[config.mk]
export PLATFORM = sky130hd
export DESIGN_NAME = deque_with_indexed_erase_top
export DESIGN_NICKNAME = d
export VERILOG_FILES = /design/src/rtl/core/dqie_pkg.sv /design/src/rtl/core/dqie_ctrl.sv /design/src/rtl/core/dqie_dpath.sv /design/src/rtl/core/deque_with_indexed_erase_top.sv
export SDC_FILE = /design/constraint.sdc
export NUM_CORES = 1
export LEC_CHECK = 0
export BUFFER_PORTS_ARGS = -buffer_cell sky130_fd_sc_hd__buf_2
export CORE_ASPECT_RATIO = 1.1
export CORE_MARGIN = 3
export CORE_UTILIZATION = 50
export DETAILED_ROUTE_END_ITERATION = 8
export GPL_TIMING_DRIVEN = 0
export MAX_ROUTING_LAYER = met4
export PLACE_DENSITY = 0.63
export SYNTH_ARGS = -nofsm -noshare
export SYNTH_HDL_FRONTEND = slang
export SYNTH_SLANG_ARGS = --single-unit
[constraint.sdc]
create_clock -name clk -period 5.9 [get_ports clk]
set_input_delay 1.18 -clock clk [delete_from_list [all_inputs] [get_ports clk]]
set_output_delay 1.18 -clock clk [all_outputs]
set_load 0.03 [all_outputs]
[src/rtl/core/dqie_pkg.sv]
// dqie_pkg: shared types and constants for the deque with indexed erase
// command codes, controller state type, control and status bundles
// no dependencies

package dqie_pkg;

  // default number of list entries
  localparam int unsigned DQ_DEPTH = 16;

  // field widths fixed by the interface
  localparam int unsigned CMD_W  = 2;
  localparam int unsigned DATA_W = 32;

  // command codes
  localparam logic [CMD_W-1:0] CMD_PUSH_FRONT = 2'd0;
  localparam logic [CMD_W-1:0] CMD_PUSH_BACK  = 2'd1;
  localparam logic [CMD_W-1:0] CMD_ERASE      = 2'd2;
  localparam logic [CMD_W-1:0] CMD_UNUSED     = 2'd3;

  typedef enum logic [2:0] {
    ST_IDLE,
    ST_DECODE,
    ST_MOVE,
    ST_PUT,
    ST_LSTART,
    ST_LIST
  } dq_state_t;

  // controller to datapath
  typedef struct packed {
    logic load;        // capture incoming item
    logic dec;         // erase accepted: count minus one
    logic mv_start;    // first read of an entry shift
    logic mv_step;     // write one shifted entry, read the next
    logic put;         // write operand into the list, count plus one
    logic list_start;  // first read of a listing
    logic list_dir;    // direction for list_start
    logic list_next;   // advance listing position
  } dq_ctl_t;

  // datapath to controller
  typedef struct packed {
    logic [CMD_W-1:0] cmd;
    logic             full;
    logic             empty;
    logic             pos_ok;    // erase position inside the list
    logic             pos_tail;  // erase position is the back entry
    logic             mv_last;   // current shift step is the final one
    logic             eol;       // current listing item ends its direction
    logic             dir;       // current listing direction
  } dq_sts_t;

endpackage

[src/rtl/core/dqie_ctrl.sv]
// dqie_ctrl: sequencing state machine for the deque
// drives datapath commands and the channel handshakes
// depends on dqie_pkg

module dqie_ctrl (
  input  logic             clk,
  input  logic             rst_n,
  input  logic             in_valid,
  output logic             in_ready,
  output logic             out_valid,
  input  logic             out_ready,
  input  dqie_pkg::dq_sts_t sts,
  output dqie_pkg::dq_ctl_t ctl
);

  dqie_pkg::dq_state_t state_r, state_nxt;

  always_ff @(posedge clk) begin
    if (!rst_n) begin
      state_r <= dqie_pkg::ST_IDLE;
    end else begin
      state_r <= state_nxt;
    end
  end

  // next state
  always_comb begin
    state_nxt = state_r;
    case (state_r)
      dqie_pkg::ST_IDLE: begin
        if (in_valid) state_nxt = dqie_pkg::ST_DECODE;
      end
      dqie_pkg::ST_DECODE: begin
        if (sts.cmd inside {dqie_pkg::CMD_PUSH_FRONT, dqie_pkg::CMD_PUSH_BACK}) begin
          if (sts.full) begin
            state_nxt = dqie_pkg::ST_LSTART;
          end else if (sts.cmd == dqie_pkg::CMD_PUSH_FRONT && !sts.empty) begin
            state_nxt = dqie_pkg::ST_MOVE;
          end else begin
            state_nxt = dqie_pkg::ST_PUT;
          end
        end else if (sts.cmd == dqie_pkg::CMD_ERASE) begin
          if (sts.pos_ok && !sts.pos_tail) state_nxt = dqie_pkg::ST_MOVE;
          else                             state_nxt = dqie_pkg::ST_LSTART;
        end else begin
          state_nxt = dqie_pkg::ST_IDLE;
        end
      end
      dqie_pkg::ST_MOVE: begin
        if (sts.mv_last) begin
          state_nxt = (sts.cmd == dqie_pkg::CMD_PUSH_FRONT) ? dqie_pkg::ST_PUT
                                                             : dqie_pkg::ST_LSTART;
        end
      end
      dqie_pkg::ST_PUT:    state_nxt = dqie_pkg::ST_LSTART;
      dqie_pkg::ST_LSTART: state_nxt = dqie_pkg::ST_LIST;
      dqie_pkg::ST_LIST: begin
        if (out_ready && sts.eol && sts.dir) state_nxt = dqie_pkg::ST_IDLE;
      end
      default: state_nxt = dqie_pkg::ST_IDLE;
    endcase
  end

  // outputs
  always_comb begin
    ctl       = '0;
    in_ready  = 1'b0;
    out_valid = 1'b0;
    case (state_r)
      dqie_pkg::ST_IDLE: begin
        in_ready = 1'b1;
        ctl.load = in_valid;
      end
      dqie_pkg::ST_DECODE: begin
        if (sts.cmd == dqie_pkg::CMD_PUSH_FRONT) begin
          ctl.mv_start = !sts.full && !sts.empty;
        end else if (sts.cmd == dqie_pkg::CMD_ERASE) begin
          ctl.dec      = sts.pos_ok;
          ctl.mv_start = sts.pos_ok && !sts.pos_tail;
        end
      end
      dqie_pkg::ST_MOVE:   ctl.mv_step = 1'b1;
      dqie_pkg::ST_PUT:    ctl.put = 1'b1;
      dqie_pkg::ST_LSTART: ctl.list_start = 1'b1;
      dqie_pkg::ST_LIST: begin
        out_valid = 1'b1;
        if (out_ready) begin
          if (!sts.eol) begin
            ctl.list_next = 1'b1;
          end else if (!sts.dir) begin
            ctl.list_start = 1'b1;
            ctl.list_dir   = 1'b1;
          end
        end
      end
      default: ;
    endcase
  end

endmodule

[src/rtl/core/dqie_dpath.sv]
// dqie_dpath: entry memory, count, position counter and result fields
// executes the commands issued by dqie_ctrl
// depends on dqie_pkg

module dqie_dpath #(
  parameter int unsigned DEPTH = dqie_pkg::DQ_DEPTH
) (
  input  logic                              clk,
  input  logic                              rst_n,
  input  logic [dqie_pkg::CMD_W-1:0]        in_cmd,
  input  logic signed [dqie_pkg::DATA_W-1:0] in_operand,
  input  dqie_pkg::dq_ctl_t                 ctl,
  output dqie_pkg::dq_sts_t                 sts,
  output logic                              out_direction,
  output logic signed [dqie_pkg::DATA_W-1:0] out_element,
  output logic                              out_has_element,
  output logic                              out_end_of_listing,
  output logic                              out_last,
  output logic                              out_dropped
);

  localparam int unsigned AW = (DEPTH > 1) ? $clog2(DEPTH) : 1;
  localparam int unsigned CW = $clog2(DEPTH + 1);
  localparam int unsigned DW = dqie_pkg::DATA_W;

  logic signed [DW-1:0] mem [DEPTH];
  logic signed [DW-1:0] rd_data_r;

  logic [dqie_pkg::CMD_W-1:0] cmd_r;
  logic [DW-1:0]              op_r;
  logic                       drop_r;
  logic                       dir_r, dir_nxt;
  logic [CW-1:0]              count_r, count_nxt;
  logic [AW-1:0]              idx_r, idx_nxt;

  logic          rd_en, we;
  logic [AW-1:0] rd_addr, wr_addr;
  logic [DW-1:0] wr_data;
  logic [CW:0]   idx_x, cnt_x;
  logic [AW-1:0] cnt_m1, pos_a;
  logic          is_front;

  assign idx_x    = (CW+1)'(idx_r);
  assign cnt_x    = (CW+1)'(count_r);
  assign cnt_m1   = AW'(count_r - CW'(1));
  assign pos_a    = op_r[AW-1:0];
  assign is_front = (cmd_r == dqie_pkg::CMD_PUSH_FRONT);

  // status towards the controller
  always_comb begin
    sts.cmd      = cmd_r;
    sts.full     = (cnt_x >= (CW+1)'(DEPTH));
    sts.empty    = (count_r == '0);
    sts.pos_ok   = !op_r[DW-1] && (op_r < DW'(count_r));
    sts.pos_tail = ((op_r + DW'(1)) == DW'(count_r));
    sts.mv_last  = is_front ? (idx_r == AW'(1)) : ((idx_x + (CW+1)'(1)) == cnt_x);
    sts.eol      = (count_r == '0) ||
                   (dir_r ? (idx_r == '0) : ((idx_x + (CW+1)'(1)) == cnt_x));
    sts.dir      = dir_r;
  end

  // read, write and counter updates
  always_comb begin
    rd_en     = 1'b0;
    rd_addr   = idx_r;
    we        = 1'b0;
    wr_addr   = idx_r;
    wr_data   = rd_data_r;
    idx_nxt   = idx_r;
    dir_nxt   = dir_r;
    count_nxt = count_r;
    if (ctl.dec) begin
      count_nxt = count_r - CW'(1);
    end
    if (ctl.mv_start) begin
      rd_en = 1'b1;
      if (is_front) begin
        rd_addr = cnt_m1;
        idx_nxt = AW'(count_r);
      end else begin
        rd_addr = AW'(pos_a + AW'(1));
        idx_nxt = pos_a;
      end
    end
    if (ctl.mv_step) begin
      we    = 1'b1;
      rd_en = !sts.mv_last;
      if (is_front) begin
        rd_addr = AW'(idx_r - AW'(2));
        idx_nxt = AW'(idx_r - AW'(1));
      end else begin
        rd_addr = AW'(idx_x + (CW+1)'(2));
        idx_nxt = AW'(idx_x + (CW+1)'(1));
      end
    end
    if (ctl.put) begin
      we        = 1'b1;
      wr_addr   = is_front ? '0 : AW'(count_r);
      wr_data   = op_r;
      count_nxt = count_r + CW'(1);
    end
    if (ctl.list_start) begin
      rd_en   = 1'b1;
      dir_nxt = ctl.list_dir;
      rd_addr = (ctl.list_dir && count_r != '0) ? cnt_m1 : '0;
      idx_nxt = rd_addr;
    end
    if (ctl.list_next) begin
      rd_en   = 1'b1;
      rd_addr = dir_r ? AW'(idx_r - AW'(1)) : AW'(idx_r + AW'(1));
      idx_nxt = rd_addr;
    end
  end

  always_ff @(posedge clk) begin
    if (we) mem[wr_addr] <= wr_data;
    if (rd_en) rd_data_r <= mem[rd_addr];
  end

  always_ff @(posedge clk) begin
    if (!rst_n) begin
      count_r <= '0;
      idx_r   <= '0;
      dir_r   <= 1'b0;
      cmd_r   <= dqie_pkg::CMD_UNUSED;
      drop_r  <= 1'b0;
    end else begin
      count_r <= count_nxt;
      idx_r   <= idx_nxt;
      dir_r   <= dir_nxt;
      if (ctl.load) begin
        cmd_r  <= in_cmd;
        drop_r <= (in_cmd == dqie_pkg::CMD_PUSH_FRONT || in_cmd == dqie_pkg::CMD_PUSH_BACK)
                  && (cnt_x >= (CW+1)'(DEPTH));
      end
    end
  end

  always_ff @(posedge clk) begin
    if (ctl.load) op_r <= in_operand;
  end

  assign out_direction      = dir_r;
  assign out_has_element    = (count_r != '0);
  assign out_element        = out_has_element ? rd_data_r : '0;
  assign out_end_of_listing = sts.eol;
  assign out_last           = sts.eol && dir_r;
  assign out_dropped        = drop_r;

`ifndef SYNTHESIS
  a_count_bound: assert property (@(posedge clk) disable iff (!rst_n)
    cnt_x <= (CW+1)'(DEPTH))
    else $error("entry count above depth");

  a_put_not_full: assert property (@(posedge clk) disable iff (!rst_n)
    ctl.put |-> cnt_x < (CW+1)'(DEPTH))
    else $error("write into a full list");

  a_dec_nonempty: assert property (@(posedge clk) disable iff (!rst_n)
    ctl.dec |-> count_r != '0)
    else $error("erase from an empty list");

  a_count_steady_listing: assert property (@(posedge clk) disable iff (!rst_n)
    ctl.list_next |=> $stable(count_r))
    else $error("count changed during listing");
`endif

endmodule

[src/rtl/core/deque_with_indexed_erase_top.sv]
// deque_with_indexed_erase_top: ordered list with push front, push back and erase
// joins dqie_ctrl (sequencing) and dqie_dpath (memory and fields)
// depends on dqie_pkg, dqie_ctrl, dqie_dpath
//
//   channel | direction | fields
//   --------+-----------+------------------------------------------------------
//   in_     | input     | cmd, operand
//   out_    | output    | direction, element, has_element, end_of_listing,
//           |           | last, dropped
//
// one item at a time, count taken before the command: accept, decode, then an entry
// shift (push front onto a non-empty list, or erase short of the back entry), a write
// for a push, listing start, then every entry front to back and back to front (one empty item each way if empty)
// one write a cycle paces the shift
// rst_n (synchronous) clears count and the controller; entries need no clearing
// a stalled result holds in the memory read register until taken

module deque_with_indexed_erase_top #(
  parameter int unsigned DEPTH = dqie_pkg::DQ_DEPTH
) (
  input  logic                               clk,
  input  logic                               rst_n,
  input  logic                               in_valid,
  output logic                               in_ready,
  input  logic [dqie_pkg::CMD_W-1:0]         in_cmd,
  input  logic signed [dqie_pkg::DATA_W-1:0] in_operand,
  output logic                               out_valid,
  input  logic                               out_ready,
  output logic                               out_direction,
  output logic signed [dqie_pkg::DATA_W-1:0] out_element,
  output logic                               out_has_element,
  output logic                               out_end_of_listing,
  output logic                               out_last,
  output logic                               out_dropped
);

  dqie_pkg::dq_ctl_t ctl;
  dqie_pkg::dq_sts_t sts;

  // state machine: handshakes and per-cycle commands
  dqie_ctrl u_ctrl (
    .clk       (clk),
    .rst_n     (rst_n),
    .in_valid  (in_valid),
    .in_ready  (in_ready),
    .out_valid (out_valid),
    .out_ready (out_ready),
    .sts       (sts),
    .ctl       (ctl)
  );

  // entry store, count and result fields
  dqie_dpath #(
    .DEPTH (DEPTH)
  ) u_dpath (
    .clk                (clk),
    .rst_n              (rst_n),
    .in_cmd             (in_cmd),
    .in_operand         (in_operand),
    .ctl                (ctl),
    .sts                (sts),
    .out_direction      (out_direction),
    .out_element        (out_element),
    .out_has_element    (out_has_element),
    .out_end_of_listing (out_end_of_listing),
    .out_last           (out_last),
    .out_dropped        (out_dropped)
  );

`ifndef SYNTHESIS
  a_no_overlap: assert property (@(posedge clk) disable iff (!rst_n)
    !(in_ready && out_valid))
    else $error("item accepted while a listing is open");

  a_last_ends_listing: assert property (@(posedge clk) disable iff (!rst_n)
    (out_valid && out_last) |-> out_end_of_listing && out_direction)
    else $error("last item outside the reverse listing end");

  a_done_after_last: assert property (@(posedge clk) disable iff (!rst_n)
    (out_valid && out_ready && out_last) |=> in_ready)
    else $error("block not idle after final item");
`endif

endmodule

=== Word level (Yosys, flattened, before mapping) ===
Memory sizes are Yosys's and may differ from the RTL's. A register that Yosys moved wholly into a read port is not among the register bits.
Cells that the tools add are included.

* Output and inout bits: 39
* Register bits after elaboration: 48
* Bits in writable memories: 512
* Word-level logic and storage cells: 114
* Input port bits: 38
* Memories: 1

* Reductions and logical operators: 26
* Eq/ne operators: 14
* Multiplexer cells: 55
* Add/sub/neg operators: 9
* Magnitude comparators: 2

{| class="wikitable"
|+ Memory list
! memory !! depth !! bits a word !! read ports !! clocked after Yosys merged registers in !! write ports !! line !! text
|-
| u_dpath.mem || 16 || 32 || 1 || 1 || 1 || dqie_dpath.sv:26 || <nowiki>logic signed [DW-1:0] mem [DEPTH];</nowiki>
|}

{| class="wikitable"
|+ Operators by type and width
! operator !! count
|-
| $mux 32 || 2
|-
| $mux 4 || 16
|-
| $add 32x1->32 const B || 1
|-
| $eq 32x5->1 || 1
|-
| $lt 32x5->1 || 1
|-
| $mux 3 || 9
|-
| $mux 1 || 19
|-
| $pmux 3 s6 || 1
|-
| $mux 2 || 5
|-
| $mux 5 || 2
|-
| $logic_and 1x1->1 || 9
|-
| $add 4x1->4 const B || 2
|-
| $eq 3x2->1 const B || 2
|-
| $eq 3x3->1 const B || 2
|-
| $eq 6x5->1 || 1
|-
| $add 4x1->5 const B || 1
|-
| $add 5x1->5 const B || 1
|-
| $ge 5x5->1 const B || 1
|-
| $logic_not 1->1 || 5
|-
| $logic_not 5->1 || 1
|-
| $reduce_bool 5->1 || 1
|-
| $sub 5x1->5 const B || 1
|-
| $add 4x2->4 const B || 1
|-
| $eq 2x1->1 const B || 2
|-
| 15 further kinds || 19
|}

=== Longest topological paths before layout ===
Gate-level depths: netlist of run 1.

* Word-level depth: 11
* Mapped depth: 18
* Depth with buffers taken out: 14

=== By module ===
A second synthesis of run 1 with hierarchy kept.

* Cells, all modules: 1668
* Area, all modules: 25161.6 sq um

{| class="wikitable"
|+ Modules (own cells, without submodules)
! module !! instances !! cells an instance !! area each (sq um) !! sequential area each (sq um)
|-
| dqie_dpath || 1 || 1616 || 24798.8 || 17556.8
|-
| dqie_ctrl || 1 || 52 || 362.8 || 60.1
|}

=== Least setup slack after synthesis of run 1 ===
No wires, ideal clock.

* Kind: reg-to-reg
* From: register u_dpath.op_r[1]
* To: register u_dpath.rd_data_r[21] (read register of u_dpath.mem) (data pin)
* Cell stages (with the launch flop): 16
* Data required time: 5.639 ns
* Arrival: 3.977 ns
* Clock period less this slack: 4.238 ns
* Path slack: 1.662 ns
* Cell sequence: edfxtp_1 -> ha_1 -> nand4_1 -> or4b_2 -> a21oi_1 -> o211ai_1 -> nor4_1 -> a21oi_1 -> or4_4 -> a21oi_4 -> buf_6 -> buf_6 -> buf_4 -> mux2i_1 -> a21oi_1 -> a221o_1

* Longest elaborated chain between the ends: 11
* Elaborated cells on any way between the ends: 19

{| class="wikitable"
|+ Ends and longest elaborated chain
! item !! line !! text
|-
| start, declared || dqie_dpath.sv:30 || <nowiki>logic [DW-1:0] op_r;</nowiki>
|-
| start signal, assigned || dqie_dpath.sv:140 || <nowiki>if (ctl.load) op_r <= in_operand;</nowiki>
|-
| $add 32x1->32 || dqie_dpath.sv:55 || <nowiki>sts.pos_tail = ((op_r + DW'(1)) == DW'(count_r));</nowiki>
|-
| $eq 32x5->1 || dqie_dpath.sv:55 ||
|-
| $logic_not 1->1 || dqie_ctrl.sv:79 || <nowiki>ctl.mv_start = sts.pos_ok && !sts.pos_tail;</nowiki>
|-
| $logic_and 1x1->1 || dqie_ctrl.sv:79 ||
|-
| $mux 2 || dqie_ctrl.sv:77 || <nowiki>end else if (sts.cmd == dqie_pkg::CMD_ERASE) begin</nowiki>
|-
| $mux 1 || dqie_ctrl.sv:75 || <nowiki>if (sts.cmd == dqie_pkg::CMD_PUSH_FRONT) begin</nowiki>
|-
| $mux 2 || dqie_ctrl.sv:69 || <nowiki>case (state_r)</nowiki>
|-
| $mux 4 / $mux 1 (equally long branches) || dqie_dpath.sv:75 || <nowiki>if (ctl.mv_start) begin</nowiki>
|-
| $mux 4 / $mux 1 (equally long branches) || dqie_dpath.sv:85 || <nowiki>if (ctl.mv_step) begin</nowiki>
|-
| $mux 4 / $mux 1 (equally long branches) || dqie_dpath.sv:102 || <nowiki>if (ctl.list_start) begin</nowiki>
|-
| $mux 4 / $mux 1 (equally long branches) || dqie_dpath.sv:108 || <nowiki>if (ctl.list_next) begin</nowiki>
|-
| end, declared || dqie_dpath.sv:27 || <nowiki>logic signed [DW-1:0] rd_data_r;</nowiki>
|}

Several ways; a longest one is shown, not always the timed one.
A chain may end at the register's enable or synchronous reset.

=== Final worst setup path of run 1 ===
* From: register u_dpath.op_r[0]
* To: register u_dpath.rd_data_r[31] (read register of u_dpath.mem) (data pin)

The elaborated chain is that of the path after synthesis.

==> run_results.csv, run 1 <==
group,metric,value,unit
run_status,run_status,"complete, no violations",
pwr,ir_drop,0.0002374,V
route,wl_per_cell,26.11,um
placed_design,dpl_cell_area,27130,um2
synth,yosys.area.top_type,"edfxtp_1",
synth,synthArstFlopShare,0,%
route,first_pass_iters,6,
setup_path,slowest_stage,"clkbuf_1",
route,ant_nets,0,
synth,synth.net_count,1751,
pwr,power.density,345.5,nW/um2
sta,min_period,5537,ps
placed_design,portBuffers,76,
floorplanning,core,50140,um2
clock_network,cts_tree,"done",
synth,netlist_instances,1701,
clock_network,cts_buffer_depth,3,
synth,syn_area,25410,um2
floorplanning,chipHeight,242.4,um
sta,hold_violations,0,
global_routing,antenna_found_initial,0,
global_routing,track_usage,25.44,%
layout,final_nets,1906,
sta,fin_crit_sh,93.84,%
sta,whs,510.9,ps
clock_network,cts.sinks,592,
synth,synth_area_per_cell,14.94,um2
sta,slew_viol_final,0,
pwr,internal_power,0.007433,W
pwr,clkPwrFrac,36.3,%
synth,ys_warn_count,0,
setup_path,end_kind,"flip-flop",
sta,slew_headroom,10.41,%
route,drtIter0Drc,1446,
layout,finalNonFillerCells,2565,
clock_network,cts_inserted_buffers,58,
synth,synth_top_area_share,68.07,%
pwr,p_seq_share,48.5,%
setup_path,critPathMaxStageDelay,640,ps
setup_path,worstPathCellList,"ha_1, xor2_1, xnor2_1, a2111oi_0, o2111ai_1, nor4_2, a21oi_1, o21ai_0, o211ai_1, nand2_1, buf_2, buf_2, clkbuf_1, a21oi_1, a221o_1",
floorplanning,die_w,220.9,um
floorplanning,die-area,53570,um2
setup_path,crit_fanout,10,
placed_design,hpwl,44900,um
sta,worstMarginPinSlew,1330,ps
pwr,combPwrFrac,15.2,%
sta,finClkSkew,20.27,ps
route,drc,0,
layout,fin_area,29010,um2
floorplanning,ios,77,
worst_hold_path,hp-class,"flip-flop to flip-flop",
route,met3_length,3953,um
clock_network,cts_setup_buffers,0,
clock_network,clock-root-buffer,"clkbuf_16",
sta,max_freq,180.6,MHz
route,route.vias.total,15132,
global_routing,overflow,0,
setup_path,worstPathBufferInverterCount,3,
clock_network,insertion_delay,620,ps
floorplanning,start_util,50.68,%
clock_network,post_cts_hold_buffer_count,0,
route,dr_wl_met2,32800,um
setup_path,cp.arrival,5900,ps
synth,ys_ff_latch,592,
synth,synthFlopType,"edfxtp_1",
placed_design,dp.cells,2456,
synth,synth_edf_count,576,
synth,synth_seq_area_share,69.33,%
global_routing,grt_pass1_wl,98790,um
route,wl_met1,28170,um
clock_network,post_cts_resized,0,
clock_network,htree_levels,2,
pwr,switching_share,25.84,%
layout,syn_to_final_growth,14.18,%
layout,layout-drive-gt1-share,16.33,%
synth,synth_cell_types,62,
sta,setup_viol,0,
route,top_layer_used,"met4",
route,via_per_inst,5.899,
layout,final_util,57.86,%
global_routing,grt_pass1_vias,15089,
clock_network,path_clk_slew,60,ps
floorplanning,rows,86,
pwr,p_leak,10.66,nW
synth,synth_area_leaders,"edfxtp_1, mux2i_1, mux2_2",
sta,fin_setup_tns,0,ps
route,wl,66970,um
setup_path,required,6270,ps
job,cap_violations,0,
pwr,switchingPower,0.002591,W
placed_design,place.gp.congestion,0.8339,
setup_path,path_delay_family,"compound AO/OA/AOI/OAI gates",
setup_path,start_kind,"flip-flop",
setup_path,critPathKind,"flip-flop to flip-flop",
sta,rsz0062_at_grt,"no",
global_routing,grt_max_degree,37,
[sequential cells by signal, summed over array words and instances, names as in the netlist]
| signal | count |
|---|---|
| u_dpath.mem | 512 |
| u_dpath.op_r | 32 |
| u_dpath.idx_r | 4 |
| u_dpath.out_dropped | 1 |
| u_dpath.rd_data_r | 32 |
| u_dpath.out_direction | 1 |
| u_dpath.cmd_r | 2 |
| u_ctrl.state_r | 3 |
| u_dpath.count_r | 5 |
[logic make-up after synthesis]
group / count (synthesis) / share of synthesized area, %
mux: 265 / 10.76
simple gates: 389 / 7.923
xor+xnor: 28 / 0.9651
fa+ha+maj: 12 / 0.6204
compound gates: 293 / 7.903
flops: 592 / 69.33
buf+inv: 122 / 2.501
[routing by layer]
layer / up-vias / track usage, %
met5: - / -
met4: 0 / 8.392
met3: 112 / 3.078
met2: 529 / 41.24
met1: 7593 / 33.82
li1: 6898 / -
[worst paths after layout]
path | endpoint | cells after the start | slack (ps) | startpoint
max | u_dpath.rd_data_r[31] | 15 | 360 | u_dpath.op_r[0]
min | u_dpath.out_dropped | 2 | 510 | u_dpath.out_dropped
max reg2reg | u_dpath.rd_data_r[31] | 15 | 360 | u_dpath.op_r[0]
min reg2reg | u_dpath.out_dropped | 2 | 510 | u_dpath.out_dropped
[metrics by stage]
stage | worst slack, ps | power (W)
floorplan | 1662 | 0.005957
global placement | -14.75 | 0.006434
detailed placement | 246.8 | 0.006470
CTS | 213.6 | 0.01008
global route | 49.86 | 0.01038
finish | 363.4 | 0.01002
[layout by cell type (no fill, tap or decap), types with 6 or more instances in the layout]
cell type  netlist  final
edfxtp_1       576    576
mux2i_1        200    200
nand2_1        132    132
buf_2           15     91
a21oi_1         85     85
nor2b_1         70     70
a211oi_1        70     70
clkbuf_1        56     69
mux2_2          65     65
clkbuf_16        0     60
and2_1          38     38
nor2_1          50     34
o22ai_1         32     32
a221o_1         31     31
xnor2_1         20     20
clkinv_1         2     18
o21ai_0         19     16
nand4_1         16     16
nor2_4           0     16
dfxtp_1         16     16
inv_1           15     15
nand3_1         15     15
buf_6           15     15
nor3_1          13     13
buf_4           12     13
o211ai_1        12     12
nor4_1          13     11
ha_1            11     11
buf_12           0     11
a31oi_1         10     10
clkinv_2         0      9
xor2_1           8      8
and4_1           7      7
nor3b_1          6      6
nand2b_1         6      6
o21a_1           6      6
buf_1            6      6
[layout make-up]
class	instances	area (um2)
clock inverter	34	311.5
timing repair buffer	95	775.7
fill	3964	21130
clock buffer	74	1554
multi-input combinational	987	7291
tap	660	825.8
sequential	592	17620
buffer	105	573.1
inverter	17	63.81
antenna	1	2.502
[power by group through the flow]
stage	sequential, W	clock, W	combinational, W
3_5_place_dp	0.00495	0	0.00152
3_3_place_gp	0.00495	0	0.00148
6_report	0.00486	0.00364	0.00152
5_1_grt	0.00487	0.00386	0.00164
2_1_floorplan	0.00491	0	0.00104
4_1_cts	0.00486	0.00369	0.00153
[Yosys cell counts, types with 3 or more instances]
cell      instances
ha_1             11
nand2_1         132
nor2_1           50
edfxtp_1        576
xnor2_1          20
nand3b_1          4
a221o_1          31
a21oi_1          85
and2_1           38
o21a_1            6
mux2i_1         200
o211ai_1         12
nand2b_1          6
dfxtp_1          16
a211o_1           4
nor3_1           13
or3_1             4
a211oi_1         70
nand4_1          16
and4_1            7
buf_2            15
inv_1            15
nand3_1          15
o22ai_1          32
and3_1            5
xor2_1            8
nor2b_1          70
or2_2             3
nor4_1           13
clkbuf_1         56
buf_4            12
a22o_1            3
a31oi_1          10
buf_1             6
o21ai_0          19
mux2_2           65
nor3b_1           6
buf_6            15
[worst reg2reg max path: stages (launching register included)]
cell,delay (ps)
edfxtp_1,530
ha_1,340
xor2_1,320
xnor2_1,100
a2111oi_0,440
o2111ai_1,230
nor4_2,480
a21oi_1,190
o21ai_0,180
o211ai_1,110
nand2_1,400
buf_2,420
buf_2,330
clkbuf_1,650
a21oi_1,180
a221o_1,390
Note: power is estimated with default switching activity, not from simulation.
==> inputs of run 2 (changes only) <==
- GPL_TIMING_DRIVEN: 0 -> unset
==> run 2 against run 1 <==
Effect of this change: register-to-register slack gained 540 ps; critical path depth unchanged; clock-buffer cell count is 3 lower; final cell count down 2.8%; non-clock buffer count shrank 74; routed wire length down 5.1%; first-iteration DRC count is 11% higher; die area is the same; clock power increased by 5%; power grew 0.20%.
==> run_results.csv, run 2 (synthesis gave the netlist of run 1 again) <==
group,metric,value,unit
run_status,run_status,"complete, no violations",
pwr,p_leak,10.58,nW
sta,min_period,4995,ps
global_routing,overflow,0,
setup_path,required,6260,ps
global_routing,antenna_found_initial,0,
job,cap_violations,0,
sta,slew_headroom,18.32,%
route,route.vias.total,14869,
clock_network,cts_inserted_buffers,59,
route,drc,0,
floorplanning,ios,77,
floorplanning,core,50140,um2
clock_network,cts.sinks,592,
layout,n_antenna_cell,0,
route,first_pass_iters,5,
floorplanning,rows,86,
placed_design,portBuffers,76,
layout,final_cell_mix,"edfxtp_1, mux2i_1, nand2_1",
sta,whs,498.8,ps
sta,fin_crit_sh,84.67,%
global_routing,grt_max_degree,76,
pwr,combPwrFrac,13.3,%
setup_path,crit_fanout,75,
pwr,power.density,350.5,nW/um2
floorplanning,chipHeight,242.4,um
pwr,clkPwrFrac,38.0,%
sta,fin_setup_tns,0,ps
global_routing,grt_pass1_vias,14331,
global_routing,grt_pass1_wl,93780,um
route,drtIter0Drc,1610,
placed_design,hpwl,36760,um
global_routing,gr-usage-met2,37.38,%
clock_network,post_cts_hold_buffer_count,0,
layout,layout-drive-gt1-share,16.80,%
layout,top_regs,"u_dpath.mem x512, u_dpath.op_r x32, u_dpath.rd_data_r x32",
sta,rsz0062_at_grt,"no",
pwr,p_seq_share,48.7,%
layout,n_fill_cell,3972,
global_routing,track_usage,23.92,%
setup_path,end_kind,"flip-flop",
clock_network,clock-root-buffer,"clkbuf_16",
clock_network,insertion_delay,620,ps
sta,hold_violations,0,
route,via_per_inst,5.964,
global_routing,grt_use_met3,3.211,%
route,ant_nets,0,
setup_path,cp.arrival,5360,ps
sta,max_freq,200.2,MHz
setup_path,critPathKind,"flip-flop to flip-flop",
sta,setup_viol,0,
pwr,switching_share,24.52,%
floorplanning,start_util,50.68,%
layout,syn_to_final_growth,12.76,%
layout,final_util,57.14,%
layout,largest_reg_flops,512,
clock_network,htree_levels,2,
pwr,total_power,0.01004,W
placed_design,place.gp.congestion,0.8792,
setup_path,start_kind,"flip-flop",
sta,finClkSkew,15.83,ps
clock_network,cts_tree,"done",
clock_network,post_cts_resized,0,
floorplanning,die_w,220.9,um
pwr,internal_power,0.007582,W
clock_network,path_clk_slew,60,ps
sta,worstMarginPinSlew,1222,ps
worst_hold_path,hp-class,"flip-flop to flip-flop",
layout,final_common_cell,"edfxtp_1",
route,wl_per_cell,25.50,um
floorplanning,die-area,53570,um2
global_routing,busiest_layer,"met2",
global_routing,met1_usage,32.96,%
sta,slew_viol_final,0,
route,wl,63570,um
layout,regMostFlops,"u_dpath.mem",
layout,final_nets,1833,
clock_network,cts_setup_buffers,0,
clock_network,cts_buffer_depth,3,
pwr,ir_drop,0.0002322,V
pwr,switchingPower,0.002463,W
-- run 2: final timing paths --
kind / from / end / slack, ps / cells past startpoint
setup / recovery: u_dpath.op_r[1] / u_dpath.rd_data_r[8] / 900 / 15
hold / removal: u_dpath.out_dropped / u_dpath.out_dropped / 500 / 2
setup reg to reg: u_dpath.op_r[1] / u_dpath.rd_data_r[8] / 900 / 15
hold reg to reg: u_dpath.out_dropped / u_dpath.out_dropped / 500 / 2
-- run 2: stage by stage --
stage | area [um2] | worst slack, ps | cells
6_report | 28650 | 904.7 | 2493
5_1_grt | 28650 | 506.8 | 2493
4_1_cts | 28650 | 965.0 | 2493
3_5_place_dp | 26680 | 997.0 | 2382
3_3_place_gp | 26680 | 1075 | 2382
2_1_floorplan | 25410 | 1662 | 1701
-- run 2: area by class of cell --
type	instances	area, um2	area share, %
flip-flops and latches	592	17620	61.48
inverters	17	63.81	0.2227
well taps	660	825.8	2.882
multi-input cells	987	7307	25.50
repair buffers	126	868.3	3.030
clock inverters	40	429.2	1.498
clock buffers	71	1543	5.384
-- run 2: power by group through the flow --
stage | logic (W) | registers [W] | clock network, W
2_1_floorplan | 0.00104 | 0.00491 | 0
3_3_place_gp | 0.00131 | 0.00498 | 0
3_5_place_dp | 0.00134 | 0.00498 | 0
4_1_cts | 0.00134 | 0.00489 | 0.00388
5_1_grt | 0.00145 | 0.00490 | 0.00405
6_report | 0.00134 | 0.00489 | 0.00381
-- run 2: worst max-delay path: stages, from the launching register on --
cell      delay, ps
edfxtp_1        510
ha_1            310
nand4_1         220
or4b_2          720
a21oi_1         140
o211ai_1        100
nor4_1          390
a21oi_1         170
or4_4           520
a21oi_4         190
buf_12          210
buf_12          380
mux2i_1         260
mux2_2          180
o22ai_1          70
a221o_1         280
-- run 2: layer usage --
metal  vias up  part of all wire (%)
li1       6775                     -
met2       495                    48
met3       113                   6.0
met5         -                     0
met1      7486                    44
met4         0                   2.8
